--- src/design/sac_pkg.sv ---
// Package for the set-associative tag cache: geometry constants, payload
// structs, line and row layouts, and the control structs between modules.
// No dependencies.
package sac_pkg;

  localparam int ADDR_BITS   = 16;
  localparam int BLOCK_BYTES = 16;
  localparam int NUM_SETS    = 64;
  localparam int WAYS        = 4;

  localparam int OFF_BITS = (BLOCK_BYTES > 1) ? $clog2(BLOCK_BYTES) : 0;
  localparam int SET_BITS = (NUM_SETS > 1) ? $clog2(NUM_SETS) : 1;
  localparam int WAY_BITS = (WAYS > 1) ? $clog2(WAYS) : 1;
  localparam int TAG_BITS = ADDR_BITS - OFF_BITS - SET_BITS;
  localparam int CNT_BITS = 16;

  localparam logic POL_LRU  = 1'b0;
  localparam logic POL_FIFO = 1'b1;
  localparam logic OP_READ  = 1'b0;
  localparam logic OP_WRITE = 1'b1;

  typedef struct packed {
    logic                 op;
    logic [ADDR_BITS-1:0] address;
  } req_t;

  typedef struct packed {
    logic                hit;
    logic [1:0]          way;
    logic [5:0]          set_index;
    logic [CNT_BITS-1:0] hit_count;
  } rsp_t;

  typedef struct packed {
    logic [TAG_BITS-1:0] tag;
    logic [WAY_BITS-1:0] age;
    logic                valid;
    logic                dirty;
  } line_t;

  typedef line_t [WAYS-1:0] row_t;

  typedef struct packed {
    logic clear;
    logic step;
  } scan_ctl_t;

  typedef struct packed {
    logic                last;
    logic                hit;
    logic [WAY_BITS-1:0] hit_way;
    logic [WAY_BITS-1:0] victim;
  } scan_res_t;

endpackage

--- src/design/sac_store.sv ---
// Line store of the cache: one memory row per set holding every way's tag,
// age, valid and dirty bits, plus one written flag per set. Uses sac_pkg.
module sac_store (
  input  logic                     clk_i,
  input  logic                     rst_ni,
  input  logic                     rd_en_i,
  input  logic [sac_pkg::SET_BITS-1:0] rd_set_i,
  input  logic                     wr_en_i,
  input  logic [sac_pkg::SET_BITS-1:0] wr_set_i,
  input  sac_pkg::row_t            wr_row_i,
  output sac_pkg::row_t            rd_row_o
);
  import sac_pkg::*;

  row_t                mem_q [NUM_SETS];
  row_t                raw_q;
  logic [NUM_SETS-1:0] row_written_q;
  logic                seen_q;

  always_ff @(posedge clk_i) begin
    if (wr_en_i) begin
      mem_q[wr_set_i] <= wr_row_i;
    end
    if (rd_en_i) begin
      raw_q <= mem_q[rd_set_i];
    end
  end

  always_ff @(posedge clk_i or negedge rst_ni) begin
    if (!rst_ni) begin
      row_written_q <= '0;
      seen_q        <= 1'b0;
    end else begin
      if (wr_en_i) begin
        row_written_q[wr_set_i] <= 1'b1;
      end
      if (rd_en_i) begin
        seen_q <= row_written_q[rd_set_i];
      end
    end
  end

  // A set that was never written reads as its reset contents.
  always_comb begin
    rd_row_o = raw_q;
    if (!seen_q) begin
      for (int w = 0; w < WAYS; w++) begin
        rd_row_o[w].valid = 1'b0;
        rd_row_o[w].dirty = 1'b0;
        rd_row_o[w].age   = WAY_BITS'(w);
      end
    end
  end

endmodule

--- src/design/sac_scan.sv ---
// Shared way comparator: steps through the ways of one row, one per cycle,
// finding the first valid tag match and the last way of age zero. Uses sac_pkg.
module sac_scan (
  input  logic                         clk_i,
  input  logic                         rst_ni,
  input  sac_pkg::scan_ctl_t           ctl_i,
  input  sac_pkg::row_t                row_i,
  input  logic [sac_pkg::TAG_BITS-1:0] tag_i,
  output sac_pkg::scan_res_t           res_o
);
  import sac_pkg::*;

  logic [WAY_BITS-1:0] idx_q;
  logic                hit_q;
  logic [WAY_BITS-1:0] hit_way_q;
  logic [WAY_BITS-1:0] victim_q;
  line_t               line;
  logic                match;
  logic                age_zero;

  assign line     = row_i[idx_q];
  assign match    = line.valid && (line.tag == tag_i);
  assign age_zero = (line.age == '0);

  always_ff @(posedge clk_i or negedge rst_ni) begin
    if (!rst_ni) begin
      idx_q     <= '0;
      hit_q     <= 1'b0;
      hit_way_q <= '0;
      victim_q  <= '0;
    end else if (ctl_i.clear) begin
      idx_q     <= '0;
      hit_q     <= 1'b0;
      hit_way_q <= '0;
      victim_q  <= '0;
    end else if (ctl_i.step) begin
      // The lowest matching way wins, the highest way of age zero is the victim.
      if (match && !hit_q) begin
        hit_q     <= 1'b1;
        hit_way_q <= idx_q;
      end
      if (age_zero) begin
        victim_q <= idx_q;
      end
      idx_q <= idx_q + WAY_BITS'(1);
    end
  end

  assign res_o.last    = (idx_q == WAY_BITS'(WAYS - 1));
  assign res_o.hit     = hit_q;
  assign res_o.hit_way = hit_way_q;
  assign res_o.victim  = victim_q;

endmodule

--- src/design/set_assoc_cache_lru_fifo_top.sv ---
// Top level of the set-associative tag cache with LRU or FIFO replacement:
// sequencer, row update, hit counter. Uses sac_pkg, sac_store and sac_scan.
//
//   channel   ports                      handshake
//   request   req_i (op, address)        taken when start && !busy
//   result    rsp_o (hit, way, set, cnt) valid for the one cycle done_o is high
//   config    cfg_we_i, cfg_data_i       policy written when cfg_we_i is high
//
// An item runs as follows: the set row is read at the accept edge, the one tag
// comparator then visits a way per cycle, and the update state writes the row
// back and registers the result. done_o rises in the cycle after that, with
// busy already low, so a new item may start then.
// Reset needs no clearing pass: a per-set written flag makes untouched sets
// read as empty with ages equal to way numbers. The receiver cannot stall.
module set_assoc_cache_lru_fifo_top (
  input  logic          clk_i,
  input  logic          rst_ni,
  input  logic          start,
  output logic          busy,
  input  sac_pkg::req_t req_i,
  output logic          done_o,
  output sac_pkg::rsp_t rsp_o,
  input  logic          cfg_we_i,
  input  logic          cfg_data_i
);
  import sac_pkg::*;

  typedef enum logic [2:0] {
    ST_IDLE   = 3'b001,
    ST_SCAN   = 3'b010,
    ST_UPDATE = 3'b100
  } state_e;

  state_e              state_q, state_d;
  logic                policy_q;
  logic                op_q;
  logic [TAG_BITS-1:0] tag_q;
  logic [SET_BITS-1:0] set_q;
  logic [CNT_BITS-1:0] hits_q, hits_d;
  logic                done_q;
  rsp_t                rsp_q, rsp_d;

  logic                accept;
  logic [SET_BITS-1:0] in_set;
  scan_ctl_t           scan_ctl;
  scan_res_t           scan_res;
  row_t                rd_row;
  row_t                new_row;
  logic                wr_en;
  logic [WAY_BITS-1:0] way;
  logic [WAY_BITS-1:0] prev_age;

  assign busy   = (state_q != ST_IDLE);
  assign accept = start && !busy;
  assign in_set = req_i.address[OFF_BITS +: SET_BITS];
  assign wr_en  = (state_q == ST_UPDATE);

  assign scan_ctl.clear = accept;
  assign scan_ctl.step  = (state_q == ST_SCAN);

  sac_store u_store (
    .clk_i    (clk_i),
    .rst_ni   (rst_ni),
    .rd_en_i  (accept),
    .rd_set_i (in_set),
    .wr_en_i  (wr_en),
    .wr_set_i (set_q),
    .wr_row_i (new_row),
    .rd_row_o (rd_row)
  );

  sac_scan u_scan (
    .clk_i  (clk_i),
    .rst_ni (rst_ni),
    .ctl_i  (scan_ctl),
    .row_i  (rd_row),
    .tag_i  (tag_q),
    .res_o  (scan_res)
  );

  always_comb begin
    state_d = state_q;
    unique case (state_q)
      ST_IDLE: begin
        if (accept) begin
          state_d = ST_SCAN;
        end
      end
      ST_SCAN: begin
        if (scan_res.last) begin
          state_d = ST_UPDATE;
        end
      end
      ST_UPDATE: begin
        state_d = ST_IDLE;
      end
      default: begin
        state_d = ST_IDLE;
      end
    endcase
  end

  // Row update for the touched way and the replacement ages of the set.
  always_comb begin
    way      = scan_res.hit ? scan_res.hit_way : scan_res.victim;
    prev_age = rd_row[way].age;
    new_row  = rd_row;
    if (scan_res.hit) begin
      if (op_q == OP_WRITE) begin
        new_row[way].dirty = 1'b1;
      end
    end else begin
      new_row[way].valid = 1'b1;
      new_row[way].tag   = tag_q;
      new_row[way].dirty = (op_q == OP_WRITE);
    end
    for (int w = 0; w < WAYS; w++) begin
      if (policy_q == POL_LRU) begin
        if (WAY_BITS'(w) == way) begin
          new_row[w].age = WAY_BITS'(WAYS - 1);
        end else if (rd_row[w].age > prev_age) begin
          new_row[w].age = rd_row[w].age - WAY_BITS'(1);
        end
      end else if (!scan_res.hit) begin
        if (rd_row[w].age == WAY_BITS'(WAYS - 1)) begin
          new_row[w].age = '0;
        end else begin
          new_row[w].age = rd_row[w].age + WAY_BITS'(1);
        end
      end
    end
  end

  always_comb begin
    hits_d = hits_q;
    if (wr_en && scan_res.hit && (hits_q != '1)) begin
      hits_d = hits_q + CNT_BITS'(1);
    end
    rsp_d.hit       = scan_res.hit;
    rsp_d.way       = 2'(way);
    rsp_d.set_index = 6'(set_q);
    rsp_d.hit_count = hits_d;
  end

  always_ff @(posedge clk_i or negedge rst_ni) begin
    if (!rst_ni) begin
      state_q  <= ST_IDLE;
      policy_q <= POL_LRU;
      hits_q   <= '0;
      done_q   <= 1'b0;
    end else begin
      state_q <= state_d;
      hits_q  <= hits_d;
      done_q  <= wr_en;
      if (cfg_we_i) begin
        policy_q <= cfg_data_i;
      end
    end
  end

  always_ff @(posedge clk_i) begin
    if (accept) begin
      op_q  <= req_i.op;
      tag_q <= req_i.address[ADDR_BITS-1 -: TAG_BITS];
      set_q <= in_set;
    end
    if (wr_en) begin
      rsp_q <= rsp_d;
    end
  end

  assign done_o = done_q;
  assign rsp_o  = rsp_q;

`ifndef NO_ASSERTIONS
  a_done_after_update: assert property (@(posedge clk_i) disable iff (!rst_ni)
    done_o |-> $past(state_q == ST_UPDATE))
    else $error("result strobe without a preceding update cycle");

  a_hits_monotonic: assert property (@(posedge clk_i) disable iff (!rst_ni)
    hits_q >= $past(hits_q))
    else $error("hit counter went down");

  a_hit_counts: assert property (@(posedge clk_i) disable iff (!rst_ni)
    done_o && rsp_o.hit |->
      (hits_q == $past(hits_q) + CNT_BITS'(1)) || ($past(hits_q) == '1))
    else $error("hit did not advance the counter");

  a_miss_keeps_count: assert property (@(posedge clk_i) disable iff (!rst_ni)
    done_o && !rsp_o.hit |-> hits_q == $past(hits_q))
    else $error("miss changed the hit counter");
`endif

endmodule
--- config.mk ---
export PLATFORM = sky130hd
export DESIGN_NAME = set_assoc_cache_lru_fifo_top
export DESIGN_NICKNAME = d
export VERILOG_FILES = /design/src/design/sac_pkg.sv /design/src/design/sac_store.sv /design/src/design/sac_scan.sv /design/src/design/set_assoc_cache_lru_fifo_top.sv
export SDC_FILE = /design/constraint.sdc
export NUM_CORES = 2
export LEC_CHECK = 0
export BUFFER_PORTS_ARGS = -buffer_cell sky130_fd_sc_hd__buf_2
export CAP_MARGIN = 5
export CORE_MARGIN = 2
export CORE_UTILIZATION = 30
export DETAILED_ROUTE_END_ITERATION = 16
export PLACE_DENSITY = 0.48
export SYNTH_ARGS = -nofsm -noshare
export SYNTH_HDL_FRONTEND = slang
export SYNTH_HIERARCHICAL = 1
export SYNTH_SLANG_ARGS = --single-unit
--- constraint.sdc ---
create_clock -name clk_i -period 5.9 [get_ports clk_i]
set_input_delay 1.18 -clock clk_i [delete_from_list [all_inputs] [get_ports clk_i]]
set_output_delay 1.18 -clock clk_i [all_outputs]
set_load 0.05 [all_outputs]
Word level (Yosys, flattened, before mapping)
Memory sizes are Yosys's and may differ from the RTL's. A register that Yosys moved wholly into a read port is not among the register bits.
Index checks and enable logic that the tools add are counted.
- add/sub/neg operators: 10
- $mul: 0
- div/mod/pow operators: 0
- order comparisons: 10
- eq/ne operators: 16
- shift operators: 0
- multiplexer cells: 62
- bitwise operators: 1
- reductions and logical operators: 17
- operators by type and width (kind ; count):
    bitwise mux 40 bit ; 4
    2-to-1 mux 40 bit ; 2
    bitwise OR 64 bit ; 1
    demux 10 bit (select 2 bit) ; 3
    2-to-1 mux 2 bit ; 30
    binary-select mux 10 bit (select 2 bit) ; 2
    2-to-1 mux 10 bit ; 2
    2-to-1 mux 4 bit ; 5
    adder 16 x 1 -> 16 bit (second input constant) ; 1
    2-to-1 mux 16 bit ; 1
    != test 16 bit (second input constant) ; 1
    less-than comparator 6 x 7 -> 1 bit (second input constant) ; 2
    adder 2 x 1 -> 2 bit (second input constant) ; 5
    equality test 2 bit (second input constant) ; 5
    greater-than comparator 2 bit ; 4
    2-to-1 mux 1 bit ; 8
    subtractor 2 x 1 -> 2 bit (second input constant) ; 4
    logical AND 1 bit ; 7
    binary-select mux 1 bit (select 6 bit) ; 1
    demux 1 bit (select 6 bit) ; 1
    equality test 6 bit ; 1
    greater-or-equal comparator 6 x 1 -> 1 bit (second input constant) ; 1
    less-than comparator 2 x 3 -> 1 bit (second input constant) ; 2
    2-to-1 mux 3 bit ; 2
    14 further kinds ; 21
- flip-flop bits (word level): 131
- bits in latches: 0
- RAM bits: 2560
- ROM bits: 0
- input bits: 22
- output and inout port bits: 27
- word-level logic and storage cells: 134
- memories: 1
- memories (memory ; words ; width ; rd ports ; clocked after memory_dff ; write ports ; RTL line ; RTL):
    u_store.mem_q ; 64 ; 40 ; 1 ; 1 ; 1 ; sac_store.sv:15 ; row_t mem_q [NUM_SETS];

Depth between registers and ports, before layout
- word-level depth: 12
- gate-level depth with buffers: 12
- depth with buffers taken out: 10

Hierarchy
The synthesis kept the hierarchy.
- by module, submodules not included (module ; times used ; cells each ; area each (um^2) ; sequential area each (um^2)):
    sac_store ; 1 ; 4091 ; 101214.6 ; 79701.4
    set_assoc_cache_lru_fifo_top ; 1 ; 255 ; 3085.5 ; 1667.8
    sac_scan ; 1 ; 53 ; 638.1 ; 175.2

Least setup slack after synthesis
OpenSTA, ideal clock, no wires.
- kind: register -> register
- from: reg state_q[1]
- to: mem u_store/mem_q[48][0] in the netlist's numbering (enable)
- library setup time: 488 ps
- data arrival time: 4987 ps
- data required time: 5412 ps
- setup slack: 424 ps
- stages on the path, launching flop included: 5
- path buffers: 0
- clock period less this slack: 5476 ps
- cells stage by stage: dfrtp_1 > nor3b_2 > nand4b_1 > or2_2 > nor3_1
- longest elaborated chain between the ends: 3
- ends and longest elaborated chain (what ; RTL line ; RTL):
    start: declaration ; set_assoc_cache_lru_fifo_top.sv:34 ; state_e state_q, state_d;
    start signal: assignment ; set_assoc_cache_lru_fifo_top.sv:152 ; state_q <= state_d;
    equality test 3 bit ; set_assoc_cache_lru_fifo_top.sv:56 ; assign wr_en = (state_q == ST_UPDATE);
    named net wr_en ; set_assoc_cache_lru_fifo_top.sv:49 ; logic wr_en;
    2-to-1 mux 1 bit ; sac_store.sv:21 ; if (wr_en_i) begin
    2-to-1 mux 1 bit (implied by the code) ; sac_store.sv:22 ; mem_q[wr_set_i] <= wr_row_i;
    end: declaration ; sac_store.sv:15 ;
The timed path passes the listed nets, and every way through them passes these cells.

Worst setup path in the final report
- from: reg state_q[1]
- to: mem u_store/mem_q[22][11] in the netlist's numbering (enable)
Same word-level chain as after synthesis.

==> impl_results.rst <==
.. list-table::
   :header-rows: 1

   * - Metric
     - Value
   * - Share of power burned in registers
     - 51.2%
   * - Count of nets left with antenna violations after detail routing
     - 0
   * - Worst Reg2Reg Path Length in Cells
     - 6
   * - Period Utilization, post-route
     - between 60 and 70%
   * - Capturing point of the worst reg2reg path
     - u_store/mem_q[22][11]
   * - Final HPWL DP
     - 137000 um
   * - Iteration-0 DRC count of the detailed router
     - 4008
   * - Number of post-CTS setup repair buffers
     - 0
   * - Remaining max-slew budget at the tightest pin
     - 16.3%
   * - Library cell used as clock root buffer
     - clkbuf_16
   * - Row Count
     - 206
   * - Total of hold buffers inserted after clock tree synthesis
     - 0
   * - Final Critical Period
     - 4.09 ns
   * - Count of pins over their slew limit
     - 0
   * - Core area
     - 315000 sq um
   * - Final Hold Violating Endpoints
     - 0
   * - Setup repair after global routing missed its margin
     - false
   * - CP Capture Type
     - flip-flop
   * - Maximum buffer depth of the clock tree
     - 4
   * - Arrival time at the worst endpoint
     - between 4 and 5 ns
   * - Number of levels the H-tree was split into
     - 5
   * - Area delta synth->final
     - 15.6%
   * - Switching Fraction
     - 23.4%
   * - Peak VDD IR
     - 0.000322 V
   * - Total internal power
     - ~32 mW
   * - Total routing usage reported by global routing
     - 15.1%
   * - Floorplan die width
     - 567 um
   * - Netlist area before placement
     - approximately 95000 sq um
   * - Total Neg Setup Slack
     - 0 ns
   * - First-pass iteration count of the detailed router
     - 5
   * - Layout net count
     - 4313
   * - I/O pin count
     - 49
   * - Number of warnings issued by yosys
     - 6
   * - Synthesized net count
     - 4065
   * - Syn Inst Count
     - around 4000
   * - Final GP Congestion
     - 0.765
   * - Total via count in the routed design
     - between 40000 and 50000
   * - Clock edge transition at the registers on the reported setup and hold paths
     - 0.06 ns
   * - Area of the die
     - 322000 sq um
   * - Routed wirelength normalized by instance count
     - 28.3 um
   * - Clock tree from TritonCTS
     - yes
   * - Final setup skew
     - around 0.055 ns
   * - Fin cells
     - 8633
   * - Initial antenna violation count
     - 5
   * - Max Cap Violations
     - 0
   * - Run status
     - finished, final reports clean
   * - Number of clock sinks
     - 2470
   * - Count of final setup violators
     - 0
   * - Total clock buffers created by CTS
     - 279
   * - Wire length of the first global-routing pass
     - 348000 um
   * - Number of I/O port buffers
     - 43
   * - DRC violations left
     - 0
   * - Maximum number of pins on one net before global-route repair
     - 103
   * - Post-detailed-routing wire length
     - 245000 um
   * - Clock latency of the later-clocked register in the worst-skew pair
     - 0.92 ns
   * - Final worst slack
     - 1.81 ns
   * - Actual transition at the worst max-transition pin
     - between 1 and 1.5 ns
   * - Critical Path Start Type
     - flip-flop
   * - PD cells
     - 377 nW/um^2
   * - Achievable Freq
     - 244 MHz
   * - Initial standard-cell utilization of the core
     - a little under a third
   * - Share of cells above drive strength 1
     - around a third
   * - Share of total power in the clock network
     - 39.2%
   * - Hold/Removal Path Class
     - primary input to async pin
   * - Net switching power
     - between 9 and 10 mW
   * - Setup WS pre-CTS
     - 1.43 ns
   * - Launch point of the worst reg-to-reg path
     - state_q[1]
   * - Launching instance or port of the critical path
     - state_q[1]
   * - Reg2Reg Setup Slack
     - 1.81 ns
   * - Resized cells post-CTS
     - 0
   * - Final standard cell utilization of the core
     - 34.9%
   * - Total power
     - 41.5 mW
   * - Via count of the first global-routing pass
     - 45459
   * - Kind of critical path
     - flip-flop to flip-flop
   * - Y dimension of the die
     - 567 um
   * - Standby leakage power
     - 34.3 nW
   * - Logic pwr share
     - 9.6%
   * - Aggregate global routing overflow
     - 0
   * - Critical Path Fanout Max
     - 30
   * - Data required, critical path
     - roughly 6.4 ns
   * - Synthesized area divided by synthesized cell count
     - 23.6 sq um
   * - Via count normalized by instance count
     - 5.01
   * - Number of instances in the placed design
     - 8154
[layer usage]
metal	track usage [%]	wire length [um]	vias to the layer above	part of all wire, %
met5	0	0	-	0
met4	3.10	3710	0	1.5
met3	2.44	11800	267	4.8
met2	25.9	124000	1036	51
met1	20.2	105000	24321	43
li1	-	-	17656	-
[layout by cell type, fill, tap and decap left out, types with 58 or more instances in the layout]
master	count
clkbuf_16	287
a22oi_1	58
edfxtp_1	2377
nor2_4	64
or2_2	70
mux4_2	724
buf_4	144
nand2_1	67
dfrtp_1	92
clkbuf_1	76
[cell type report]
cell class / instances / area [sq um]
Fill cell: 28931 / 205000
Multi-Input combinational cell: 1303 / 20700
Antenna cell: 5 / 12.5
Clock buffer: 366 / 7510
Timing Repair Buffer: 214 / 1900
Clock inverter: 101 / 883
Tap cell: 4160 / 5200
Sequential cell: 2470 / 73700
Inverter: 14 / 52.6
[how the worst max path moves through the flow]
stage	endpoint	cells after the start	slack (ns)
2_1_floorplan	u_store/mem_q[48][11]	4	0.71
3_3_place_gp	u_store/rd_row_o[39]	7	1.42
3_5_place_dp	u_store/rd_row_o[39]	7	1.43
4_1_cts	u_store/mem_q[14][2]	10	1.80
5_1_grt	u_store/mem_q[9][2]	10	1.51
6_report	u_store/mem_q[22][11]	6	1.81
[registers in the layout, indices dropped and copies added, names as in the netlist, 2 cells and up]
name / cells
u_scan/idx_q: 2
rsp_o: 25
u_store/mem_q: 2304
u_store/row_written_q: 64
set_q: 6
state_q: 3
u_scan/victim_q: 2
u_store/raw_q: 12
tag_q: 6
hits_q: 16
u_scan/hit_way_q: 2
u_store/rd_row_o: 24
[power groups by stage]
| stage | clock network (mW) | registers (mW) | logic (mW) |
|---|---|---|---|
| 3_3_place_gp | 0 | 21.6 | 3.85 |
| 5_1_grt | 17.4 | 21.2 | 4.38 |
| 6_report | 16.2 | 21.2 | 3.99 |
| 3_5_place_dp | 0 | 21.6 | 4.01 |
| 2_1_floorplan | 0 | 21.5 | 2.34 |
| 4_1_cts | 16.7 | 21.3 | 4.01 |
[worst max-delay path, cell delays in order, from the launching register on]
cell	delay (ns)
dfrtp_1	0.41
nor3b_4	0.35
buf_4	0.37
nor2b_1	0.31
nand3_1	0.79
nor2_4	0.66
buf_4	0.69
[through the flow]
step           hold WS (ns)  instance area (sq um)
3_3_place_gp          0.445                 101000
4_1_cts               0.241                 110000
2_1_floorplan         0.424                  95200
6_report              0.275                 110000
3_5_place_dp          0.447                 101000
5_1_grt               0.285                 110000
Note: power is estimated with default switching activity, not from simulation.
